--- src/design/picl_pkg.sv ---
// Shared widths and defaults for the lattice polygon point counter.
// No dependencies; compiled before the interfaces and the core.
package picl_pkg;

  localparam int unsigned COORD_W_DEF = 16;
  localparam int unsigned CROSS_W     = 48;
  localparam int unsigned BOUND_W     = 40;
  localparam int unsigned INTER_W     = 33;
  localparam int unsigned AREA_W      = 34;
  localparam int unsigned BCNT_W      = 34;

endpackage

--- src/design/picl_if.sv ---
// Valid/ready channel interfaces for vertex input and count results.
// Depends on picl_pkg for default and result widths.
interface picl_vtx_if #(
  parameter int unsigned COORD_WIDTH = picl_pkg::COORD_W_DEF
);
  logic                          valid;
  logic                          ready;
  logic signed [COORD_WIDTH-1:0] vertex_x;
  logic signed [COORD_WIDTH-1:0] vertex_y;
  logic                          last_vertex;

  modport source (output valid, vertex_x, vertex_y, last_vertex, input ready);
  modport sink   (input valid, vertex_x, vertex_y, last_vertex, output ready);
endinterface

interface picl_res_if;
  import picl_pkg::*;

  logic               valid;
  logic               ready;
  logic [INTER_W-1:0] interior_count;
  logic [AREA_W-1:0]  double_area;
  logic [BCNT_W-1:0]  boundary_count;
  logic               degenerate;

  modport source (output valid, interior_count, double_area, boundary_count, degenerate,
                  input ready);
  modport sink   (input valid, interior_count, double_area, boundary_count, degenerate,
                  output ready);
endinterface

--- src/design/polygon_interior_lattice_count_core.sv ---
// Pick's theorem lattice point counter: one shared multiplier, one binary gcd step unit.
// Each edge runs the multiply/accumulate states S_MULA, S_MULB, S_MULC, then the gcd loop.
// A first vertex sets the start; a later one runs the edge from the previous; the last also runs
// the closing edge, then S_ABS, S_DIFF, S_EMIT form the result. Vertices are taken only in S_IDLE.
// Reset (async, active low) clears the sequencer, the accumulators and the output valid.
// Depends on picl_pkg and the channel interfaces in picl_if.sv.
module polygon_interior_lattice_count_core #(
  parameter int unsigned COORD_WIDTH = picl_pkg::COORD_W_DEF
) (
  input  logic      clk_i,
  input  logic      rst_ni,
  picl_vtx_if.sink  vtx_i,
  picl_res_if.source res_o
);
  import picl_pkg::*;

  localparam int unsigned CW = COORD_WIDTH;
  localparam int unsigned MW = CW + 1;
  localparam int unsigned KW = $clog2(MW + 1);
  localparam int unsigned DW = CROSS_W + 1;

  localparam logic [DW-1:0]      INTER_MAX = DW'(1) << (INTER_W - 1);
  localparam logic [CROSS_W-1:0] AREA_MAX  = CROSS_W'(1) << (AREA_W - 1);
  localparam logic [BOUND_W-1:0] BCNT_MAX  = BOUND_W'(1) << (BCNT_W - 1);

  typedef enum logic [2:0] {
    S_IDLE, S_MULA, S_MULB, S_MULC, S_GCD, S_ABS, S_DIFF, S_EMIT
  } state_e;

  state_e               state_q;
  logic                 have_first_q, last_q, closing_q;
  logic signed [CW-1:0] first_x_q, first_y_q, prev_x_q, prev_y_q;
  logic signed [CW-1:0] px_q, py_q, qx_q, qy_q;
  logic [CROSS_W-1:0]   prod_q, cross_q, area_q;
  logic [BOUND_W-1:0]   bound_q;
  logic [MW-1:0]        ga_q, gb_q;
  logic [KW-1:0]        k_q;
  logic signed [DW-1:0] diff_q;

  logic               out_valid_q, degen_q;
  logic [INTER_W-1:0] inter_q;
  logic [AREA_W-1:0]  area_out_q;
  logic [BCNT_W-1:0]  bcnt_q;

  // shared multiplier
  logic signed [CW-1:0]   mul_a, mul_b;
  logic signed [2*CW-1:0] mul_p;
  logic signed [63:0]     mul_ext;
  logic signed [MW-1:0]   dx, dy;
  logic [MW-1:0]          mag_x, mag_y;
  logic                   gcd_done;
  logic [MW-1:0]          gcd_val;
  logic signed [DW-1:0]   half, pick;
  logic [1:0]             pick_inc;
  logic [INTER_W-1:0]     inter_d;
  logic                   in_fire, emit_fire;

  always_comb begin
    mul_a   = (state_q == S_MULA) ? px_q : py_q;
    mul_b   = (state_q == S_MULA) ? qy_q : qx_q;
    mul_p   = mul_a * mul_b;
    mul_ext = 64'(mul_p);

    dx    = MW'(qx_q) - MW'(px_q);
    dy    = MW'(qy_q) - MW'(py_q);
    mag_x = dx[MW-1] ? MW'(-dx) : MW'(dx);
    mag_y = dy[MW-1] ? MW'(-dy) : MW'(dy);

    // one operand is zero at the end, so the OR is the other one
    gcd_done = (ga_q == '0) || (gb_q == '0);
    gcd_val  = (ga_q | gb_q) << k_q;

    // halve truncating toward zero, then add one
    half     = diff_q >>> 1;
    pick_inc = (diff_q[DW-1] && diff_q[0]) ? 2'd2 : 2'd1;
    pick     = half + DW'(pick_inc);
    if (pick[DW-1]) begin
      inter_d = '0;
    end else if (pick > INTER_MAX) begin
      inter_d = INTER_W'(INTER_MAX);
    end else begin
      inter_d = pick[INTER_W-1:0];
    end
  end

  assign vtx_i.ready = (state_q == S_IDLE);
  assign in_fire     = vtx_i.valid && vtx_i.ready;
  assign emit_fire   = (state_q == S_EMIT) && (!out_valid_q || res_o.ready);

  assign res_o.valid          = out_valid_q;
  assign res_o.interior_count = inter_q;
  assign res_o.double_area    = area_out_q;
  assign res_o.boundary_count = bcnt_q;
  assign res_o.degenerate     = degen_q;

  always_ff @(posedge clk_i or negedge rst_ni) begin
    if (!rst_ni) begin
      state_q      <= S_IDLE;
      have_first_q <= 1'b0;
      last_q       <= 1'b0;
      closing_q    <= 1'b0;
      cross_q      <= '0;
      bound_q      <= '0;
      first_x_q    <= '0;
      first_y_q    <= '0;
      prev_x_q     <= '0;
      prev_y_q     <= '0;
      out_valid_q  <= 1'b0;
    end else begin
      if (emit_fire) begin
        out_valid_q <= 1'b1;
      end else if (res_o.valid && res_o.ready) begin
        out_valid_q <= 1'b0;
      end
      case (state_q)
        S_IDLE: begin
          if (in_fire) begin
            last_q   <= vtx_i.last_vertex;
            prev_x_q <= vtx_i.vertex_x;
            prev_y_q <= vtx_i.vertex_y;
            qx_q     <= vtx_i.vertex_x;
            qy_q     <= vtx_i.vertex_y;
            if (!have_first_q) begin
              first_x_q    <= vtx_i.vertex_x;
              first_y_q    <= vtx_i.vertex_y;
              have_first_q <= 1'b1;
              cross_q      <= '0;
              bound_q      <= '0;
              // lone vertex closing on itself: empty edge
              px_q         <= vtx_i.vertex_x;
              py_q         <= vtx_i.vertex_y;
              closing_q    <= 1'b1;
              if (vtx_i.last_vertex) begin
                state_q <= S_MULA;
              end
            end else begin
              px_q      <= prev_x_q;
              py_q      <= prev_y_q;
              closing_q <= 1'b0;
              state_q   <= S_MULA;
            end
          end
        end
        S_MULA: begin
          prod_q  <= mul_ext[CROSS_W-1:0];
          ga_q    <= mag_x;
          gb_q    <= mag_y;
          k_q     <= '0;
          state_q <= S_MULB;
        end
        S_MULB: begin
          cross_q <= cross_q + prod_q;
          prod_q  <= mul_ext[CROSS_W-1:0];
          state_q <= S_MULC;
        end
        S_MULC: begin
          cross_q <= cross_q - prod_q;
          state_q <= S_GCD;
        end
        S_GCD: begin
          if (gcd_done) begin
            bound_q <= bound_q + BOUND_W'(gcd_val);
            if (last_q && !closing_q) begin
              // closing edge: current vertex back to the first
              px_q      <= prev_x_q;
              py_q      <= prev_y_q;
              qx_q      <= first_x_q;
              qy_q      <= first_y_q;
              closing_q <= 1'b1;
              state_q   <= S_MULA;
            end else if (last_q) begin
              state_q <= S_ABS;
            end else begin
              state_q <= S_IDLE;
            end
          end else if (!ga_q[0] && !gb_q[0]) begin
            ga_q <= ga_q >> 1;
            gb_q <= gb_q >> 1;
            k_q  <= k_q + KW'(1);
          end else if (!ga_q[0]) begin
            ga_q <= ga_q >> 1;
          end else if (!gb_q[0]) begin
            gb_q <= gb_q >> 1;
          end else if (ga_q >= gb_q) begin
            ga_q <= (ga_q - gb_q) >> 1;
          end else begin
            gb_q <= (gb_q - ga_q) >> 1;
          end
        end
        S_ABS: begin
          area_q  <= cross_q[CROSS_W-1] ? (~cross_q + CROSS_W'(1)) : cross_q;
          state_q <= S_DIFF;
        end
        S_DIFF: begin
          diff_q  <= $signed({1'b0, area_q}) - $signed({{(DW-BOUND_W){1'b0}}, bound_q});
          state_q <= S_EMIT;
        end
        S_EMIT: begin
          // hold until the output register is free
          if (emit_fire) begin
            inter_q      <= inter_d;
            degen_q      <= pick[DW-1];
            area_out_q   <= (area_q > AREA_MAX) ? AREA_W'(AREA_MAX) : AREA_W'(area_q);
            bcnt_q       <= (bound_q > BCNT_MAX) ? BCNT_W'(BCNT_MAX) : BCNT_W'(bound_q);
            have_first_q <= 1'b0;
            cross_q      <= '0;
            bound_q      <= '0;
            state_q      <= S_IDLE;
          end
        end
        default: begin
          state_q <= S_IDLE;
        end
      endcase
    end
  end

`ifndef SYNTH
  a_emit_clears: assert property (@(posedge clk_i) disable iff (!rst_ni)
    emit_fire |=> (cross_q == '0) && (bound_q == '0) && !have_first_q && out_valid_q)
    else $error("accumulators not cleared after result");

  a_degen_zero: assert property (@(posedge clk_i) disable iff (!rst_ni)
    (res_o.valid && res_o.degenerate) |-> (res_o.interior_count == '0))
    else $error("degenerate result with nonzero interior count");

  a_gcd_shift: assert property (@(posedge clk_i) disable iff (!rst_ni)
    (state_q == S_GCD) |-> (k_q <= KW'(MW)))
    else $error("gcd common shift out of range");

  a_close_edge: assert property (@(posedge clk_i) disable iff (!rst_ni)
    ((state_q == S_GCD) && gcd_done && last_q && closing_q) |=> (state_q == S_ABS))
    else $error("closing edge did not lead to result");
`endif

endmodule
--- src/flat_wrapper.sv ---
// flat-port wrapper written by rule: the top's interface ports become plain ports
module polygon_interior_lattice_count_core_flat import picl_pkg::*;
#(
  parameter int unsigned COORD_WIDTH = picl_pkg::COORD_W_DEF
)
  (clk_i, rst_ni, vtx_i_valid, vtx_i_vertex_x, vtx_i_vertex_y, vtx_i_last_vertex, vtx_i_ready, res_o_valid, res_o_interior_count, res_o_double_area, res_o_boundary_count, res_o_degenerate, res_o_ready);
  picl_vtx_if #(.COORD_WIDTH(COORD_WIDTH)) vtx_i_i ();
  picl_res_if res_o_i ();
  input  logic clk_i;
  input  logic rst_ni;
  input wire logic [$bits(vtx_i_i.valid)-1:0] vtx_i_valid;
  input wire logic [$bits(vtx_i_i.vertex_x)-1:0] vtx_i_vertex_x;
  input wire logic [$bits(vtx_i_i.vertex_y)-1:0] vtx_i_vertex_y;
  input wire logic [$bits(vtx_i_i.last_vertex)-1:0] vtx_i_last_vertex;
  output wire logic [$bits(vtx_i_i.ready)-1:0] vtx_i_ready;
  output wire logic [$bits(res_o_i.valid)-1:0] res_o_valid;
  output wire logic [$bits(res_o_i.interior_count)-1:0] res_o_interior_count;
  output wire logic [$bits(res_o_i.double_area)-1:0] res_o_double_area;
  output wire logic [$bits(res_o_i.boundary_count)-1:0] res_o_boundary_count;
  output wire logic [$bits(res_o_i.degenerate)-1:0] res_o_degenerate;
  input wire logic [$bits(res_o_i.ready)-1:0] res_o_ready;
  assign vtx_i_i.valid = vtx_i_valid;
  assign vtx_i_i.vertex_x = vtx_i_vertex_x;
  assign vtx_i_i.vertex_y = vtx_i_vertex_y;
  assign vtx_i_i.last_vertex = vtx_i_last_vertex;
  assign vtx_i_ready = vtx_i_i.ready;
  assign res_o_valid = res_o_i.valid;
  assign res_o_interior_count = res_o_i.interior_count;
  assign res_o_double_area = res_o_i.double_area;
  assign res_o_boundary_count = res_o_i.boundary_count;
  assign res_o_degenerate = res_o_i.degenerate;
  assign res_o_i.ready = res_o_ready;
  polygon_interior_lattice_count_core #(.COORD_WIDTH(COORD_WIDTH)) u_core (.clk_i(clk_i), .rst_ni(rst_ni), .vtx_i(vtx_i_i), .res_o(res_o_i));
endmodule
--- config.mk ---
export PLATFORM = sky130hd
export DESIGN_NAME = polygon_interior_lattice_count_core_flat
export DESIGN_NICKNAME = d
export VERILOG_FILES = /design/src/design/picl_pkg.sv /design/src/design/picl_if.sv /design/src/design/polygon_interior_lattice_count_core.sv /design/src/flat_wrapper.sv
export SDC_FILE = /design/constraint.sdc
export NUM_CORES = 2
export LEC_CHECK = 0
export BUFFER_PORTS_ARGS = -buffer_cell sky130_fd_sc_hd__buf_2
export CAP_MARGIN = 20
export CELL_PAD_IN_SITES_DETAIL_PLACEMENT = 0
export CELL_PAD_IN_SITES_GLOBAL_PLACEMENT = 1
export CORE_ASPECT_RATIO = 0.5
export CORE_MARGIN = 1
export CORE_UTILIZATION = 51
export DETAILED_ROUTE_END_ITERATION = 8
export PLACE_DENSITY_LB_ADDON = 0.1
export SYNTH_ARGS = -nofsm -noshare
export SYNTH_HDL_FRONTEND = slang
export SYNTH_SLANG_ARGS = --single-unit
--- constraint.sdc ---
create_clock -name clk_i -period 10.7 [get_ports clk_i]
set_clock_uncertainty 0.05 [all_clocks]
set_input_delay 1.07 -clock clk_i [delete_from_list [all_inputs] [get_ports clk_i]]
set_output_delay 1.07 -clock clk_i [all_outputs]
set_load 0.05 [all_outputs]
---- After elaboration in Yosys (flattened, before gate mapping) ----
Cells that the tools add are included.
operators by class
  reduce and logical (&&, ||, !) cells .... 40
  muxes and demuxes ....................... 67
  order comparisons ....................... 4
  equality and inequality tests ........... 19
  $mul .................................... 1
  bitwise gates (word level) .............. 3
  shifts and indexed selects .............. 1
  $add $sub $neg .......................... 13
operator list
  operator               count
  $mux 16                16
  $mux 17                12
  $pmux 48 s4            1
  $mux 40                4
  $mux 48                3
  $pmux 16 s2            4
  $pmux 40 s3            1
  $pmux 17 s2            2
  $add 48x3->49          1
  $gt 49x33->1 const B   1
  $sub 48x40->49         1
  $add 48x1->48 const B  1
  $add 48x48->48         1
  $gt 48x34->1 const B   1
  $not 48->48            1
  $sub 48x48->48         1
  $mux 47                1
  $add 40x17->40         1
  $gt 40x34->1 const B   1
  $logic_not 17->1       2
  $neg 17->17            2
  $sub 16x16->17         2
  $sub 17x17->17         2
  $mux 33                1
  other kinds (33)       85
storage, ports and cells
  input bits .............................. 37
  word-level logic and storage cells ...... 177
  register bits after elaboration ......... 493

---- Depth between registers and ports, before layout ----
  depth after elaboration ................. 7
  gate-level depth with buffers ........... 32
  depth with buffers taken out ............ 28

---- Worst setup path after synthesis ----
No wires, ideal clock.
  path type ............................... register to register
  start point ............................. register u_core.state_q[0]
  end point ............................... register u_core.prod_q[30] (data pin)
  period minus slack after synthesis ...... 7698 ps
  path slack .............................. 3002 ps
  stages on the path, launching flop included .. 29
  required time ........................... 10384 ps
  arrival time ............................ 7382 ps
  path through ............................ dfrtp_1 > clkbuf_1 > inv_1 > nor3_1 > clkbuf_1 > clkbuf_1 > mux2i_1 > nor2_1 > fa_1 > inv_1 > fa_1 > inv_1 > fa_1 > fa_1 > fa_1 > inv_1 > fa_1 > inv_1 > ha_1 > a21o_1 > a21o_1 > a21o_1 > a21o_1 > a21oi_1 > nor2_1 > o31a_1 > o21ai_0 > a21boi_0 > xor2_1
between the ends
  longest elaborated chain between the ends .. 3
RTL lines
  element                     RTL line                                                                              source
  start: declaration          polygon_interior_lattice_count_core.sv:30                                             state_e state_q;
  start signal: assignment    polygon_interior_lattice_count_core.sv:98                                             state_q <= S_IDLE;
  start signal: assignment    polygon_interior_lattice_count_core.sv:134                                            state_q <= S_MULA;
  start signal: assignment    polygon_interior_lattice_count_core.sv:140                                            state_q <= S_MULA;
  $eq 3x1->1 (*)              polygon_interior_lattice_count_core.sv:59, polygon_interior_lattice_count_core.sv:60
  $mux 16 (on tied branches)  polygon_interior_lattice_count_core.sv:59, polygon_interior_lattice_count_core.sv:60
  $mul 16x16->32 (*)          polygon_interior_lattice_count_core.sv:61                                             mul_p = mul_a * mul_b;
  via u_core.mul_p[30]        polygon_interior_lattice_count_core.sv:47                                             logic signed [2*CW-1:0] mul_p;
  end signal: assignment      polygon_interior_lattice_count_core.sv:145                                            prod_q <= mul_ext[CROSS_W-1:0];
  end signal: assignment      polygon_interior_lattice_count_core.sv:153                                            prod_q <= mul_ext[CROSS_W-1:0];
  end: declaration            polygon_interior_lattice_count_core.sv:34                                             logic [CROSS_W-1:0] prod_q, cross_q, area_q;
The timed path passes the listed nets; every way through them passes the cells marked *.
A chain may end at the register's enable or synchronous reset.

---- Worst setup path in the final report ----
Ends and elaborated chain as after synthesis.

==> results.py <==
metrics = {
    "status": {
        "status": "finished, final reports clean",
    },
    "synthesis": {
        "syn_area_mm2": 0.0418,
        "yosysUniqueCellTypes": 77,
        "synth_common_cells": "508 x inv_1, 428 x nand2_1, 388 x nor2_1",
        "synth_async_sr_flop_share_pct": 32.3,
        "synth_most_common_cell": "inv_1",
        "yosysTopAreaCell": "edfxtp_1",
        "syn_inst": 4376,
        "syn_avg_cell_area_um2": 9.56,
        "yosys-top-cells-area": "edfxtp_1 24%, fa_1 13%, dfrtp_1 9.5%, ha_1 8.2%, xnor2_1 4.9%",
        "netlist.area_leader.share_pct": 24.0,
        "synth-main-ff-cell": "edfxtp_1",
        "synth_edf_count": 334,
        "yosysSeqAreaShare_pct": 33.5,
        "yosys_warnings": 0,
        "synth-seq-cells": 493,
        "synth_fp_nets": 4958,
    },
    "timing": {
        "slew_violations": 0,
        "fmax_ghz": 0.114,
        "finalHoldViolations": 0,
        "grt_setup_unrepaired": "false",
        "setup_violations": 0,
        "fin_setup_tns_ns": 0,
        "slew_headroom_pct": 19.8,
        "worst_slack_ns": 1.96,
        "period_needed_ns": 8.74,
        "period_share_pct": 81.7,
        "worst_pin_slew_ns": 1.20,
    },
    "die": {
        "io_pins": 141,
        "initial_utilization_pct": 52.1,
        "die_h_um": 205,
        "num_rows": 73,
        "dieWidth_um": 407,
        "dieArea_mm2": 0.0832,
        "coreArea_mm2": 0.0803,
    },
    "worst_hold_path": {
        "hold_class": "in2async",
    },
    "placed_design": {
        "port_buffers": 140,
        "place_hpwl_mm": 88.6,
        "dpl_worst_slack_ns": 2.15,
        "routabilityCongestion": 0.920,
    },
    "global_route": {
        "grt_pass1_vias": 30816,
        "grt_max_degree": 125,
        "grt_overflow_total": 0,
        "grt_antenna_before_repair": 2,
        "grt_use_total_pct": 27.6,
        "grt_util_met1_pct": 42.2,
        "met2_usage_pct": 40.7,
        "grt_pass1_wl_mm": 178,
        "top_usage_layer": "met1",
        "use_met3_pct": 4.36,
    },
    "drt": {
        "wire_per_inst_um": 20.3,
        "route.vias.total": 31838,
        "drt-total-wl_mm": 113,
        "drc": 0,
        "drt_iter0_markers": 2511,
        "dr.pass1.iters": 6,
        "via_per_inst": 5.69,
        "ant_nets": 0,
    },
    "cells_and_area": {
        "fin_nets": 5046,
        "areaGrowthSynthToFinish_pct": 8.75,
        "drive_above_1_share_pct": 9.70,
        "diodes": 0,
    },
    "clock_tree": {
        "cts_tree": "built",
        "clock_latency_ns": 0.63,
        "cts_setup_buffers": 0,
        "cts_resized": 0,
        "cts.sinks": 493,
        "hold_buffers": 0,
        "numCtsBuffers": 48,
        "cts_max_path_buffers": 3,
        "root_buffer": "clkbuf_16",
        "clkTransAtPathRegs_ns": 0.07,
        "htree_levels": 2,
    },
    "worst_setup_path": {
        "crit_family": "adder cells",
        "critPathMaxFanout": 74,
        "end_kind": "flip-flop",
        "cp-start-kind": "flip-flop",
        "worstPathRequired_ns": 11.01,
        "arrival_ns": 9.05,
        "cp_num_buf_inv": 6,
        "cpMaxStageDelayCell": "mux2i_2",
        "cpMostUsedCell": "fa_1",
        "slowest_delay_ns": 1.04,
        "critPathKind": "reg2reg",
    },
    "job": {
        "drv_cap": 0,
    },
}
-- through the flow --
stage               cells  instance area (um2)  hold slack (ns)  util, %
floorplan            4376                41800            0.427        -
global placement     5498                43700            0.435     54.5
detailed placement   5499                43700            0.442     54.5
CTS                  5589                45500            0.308     56.6
global route         5591                45500            0.331     56.7
finish               5591                45500            0.328     56.7
-- routing by layer --
| layer | vias to the layer above | share of wire [%] |
|---|---|---|
| met4 | 0 | 2.4 |
| met1 | 15511 | 50 |
| met5 | - | 0 |
| li1 | 15241 | - |
| met2 | 932 | 42 |
| met3 | 154 | 6.3 |
-- final cells by class --
cell class              instances  area (um2)
clock buffers                  61        1330
clock inverters                29         407
fillers                      7187       34800
inverters                     510        1910
multi-input cells            3234       25500
flip-flops and latches        493       14000
well taps                    1087        1360
repair buffers                177         997
-- final timing paths --
check | slack [ns] | startpoint | to | depth (start not counted)
min in group clk_i | 0.45 | u_core.prev_x_q[14]$_DFFE_PN0P_ | u_core.prev_x_q[14]$_DFFE_PN0P_ | 1
setup / recovery | 1.96 | u_core.state_q[0]$_DFFE_PN0P_ | u_core.prod_q[30]$_DFFE_PP_ | 25
hold / removal | 0.33 | rst_ni | u_core.prev_x_q[9]$_DFFE_PN0P_ | 1
hold reg to reg | 0.45 | u_core.prev_x_q[14]$_DFFE_PN0P_ | u_core.prev_x_q[14]$_DFFE_PN0P_ | 1
max in group asynchronous | 9.15 | rst_ni | u_core.cross_q[45]$_DFFE_PN0P_ | 2
setup reg to reg | 1.96 | u_core.state_q[0]$_DFFE_PN0P_ | u_core.prod_q[30]$_DFFE_PP_ | 25
-- kinds of logic after synthesis --
family          count (synthesis)  share of synthesized area, %
flops                         493                          33.5
simple gates                 1338                          15.0
xor+xnor                      338                          7.08
compound gates                858                          13.2
fa+ha+maj                     545                          21.1
buf+inv                       649                          5.83
mux                           155                          4.31
-- registers in the layout, summed over array words and instances, names as in the netlist, 17 cells and up --
signal / flops
u_core.res_o.double_area: 34
u_core.area_q: 48
u_core.diff_q: 49
u_core.gb_q: 17
u_core.ga_q: 17
u_core.cross_q: 48
u_core.res_o.boundary_count: 34
u_core.prod_q: 32
u_core.bound_q: 40
u_core.res_o.interior_count: 33
-- worst reg2reg max path: cells and delay by family, from the launching register on --
kind / cells / cell delay [ns]
adders and majority gates: 7 / 3.47
AOI/OAI and AO/OA: 5 / 1.26
muxes: 1 / 1.11
buffers and inverters: 6 / 1.05
and+or+nand+nor: 5 / 0.87
DFF: 1 / 0.56
xor gates and xnor gates: 1 / 0.09
-- layout by cell type (no fill, tap or decap), types with 50 or more instances in the layout --
cell type  synthesis  layout
a21o_1           102     102
a21oi_1          245     244
and2_1            83      83
buf_2              1     139
clkbuf_16          0      50
dfrtp_1          159     159
edfxtp_1         334     334
fa_1             270     270
ha_1             275     275
inv_1            508     508
mux2_2           111     111
nand2_1          428     427
nand3_1           75      75
nor2_1           388     384
nor3_1            66      62
nor4_1            52      51
o21ai_0          189     189
xnor2_1          234     234
xor2_1           104     104
Power is not shown: default switching activity piles up to over one toggle a cycle in this logic, so the estimate is an artifact.
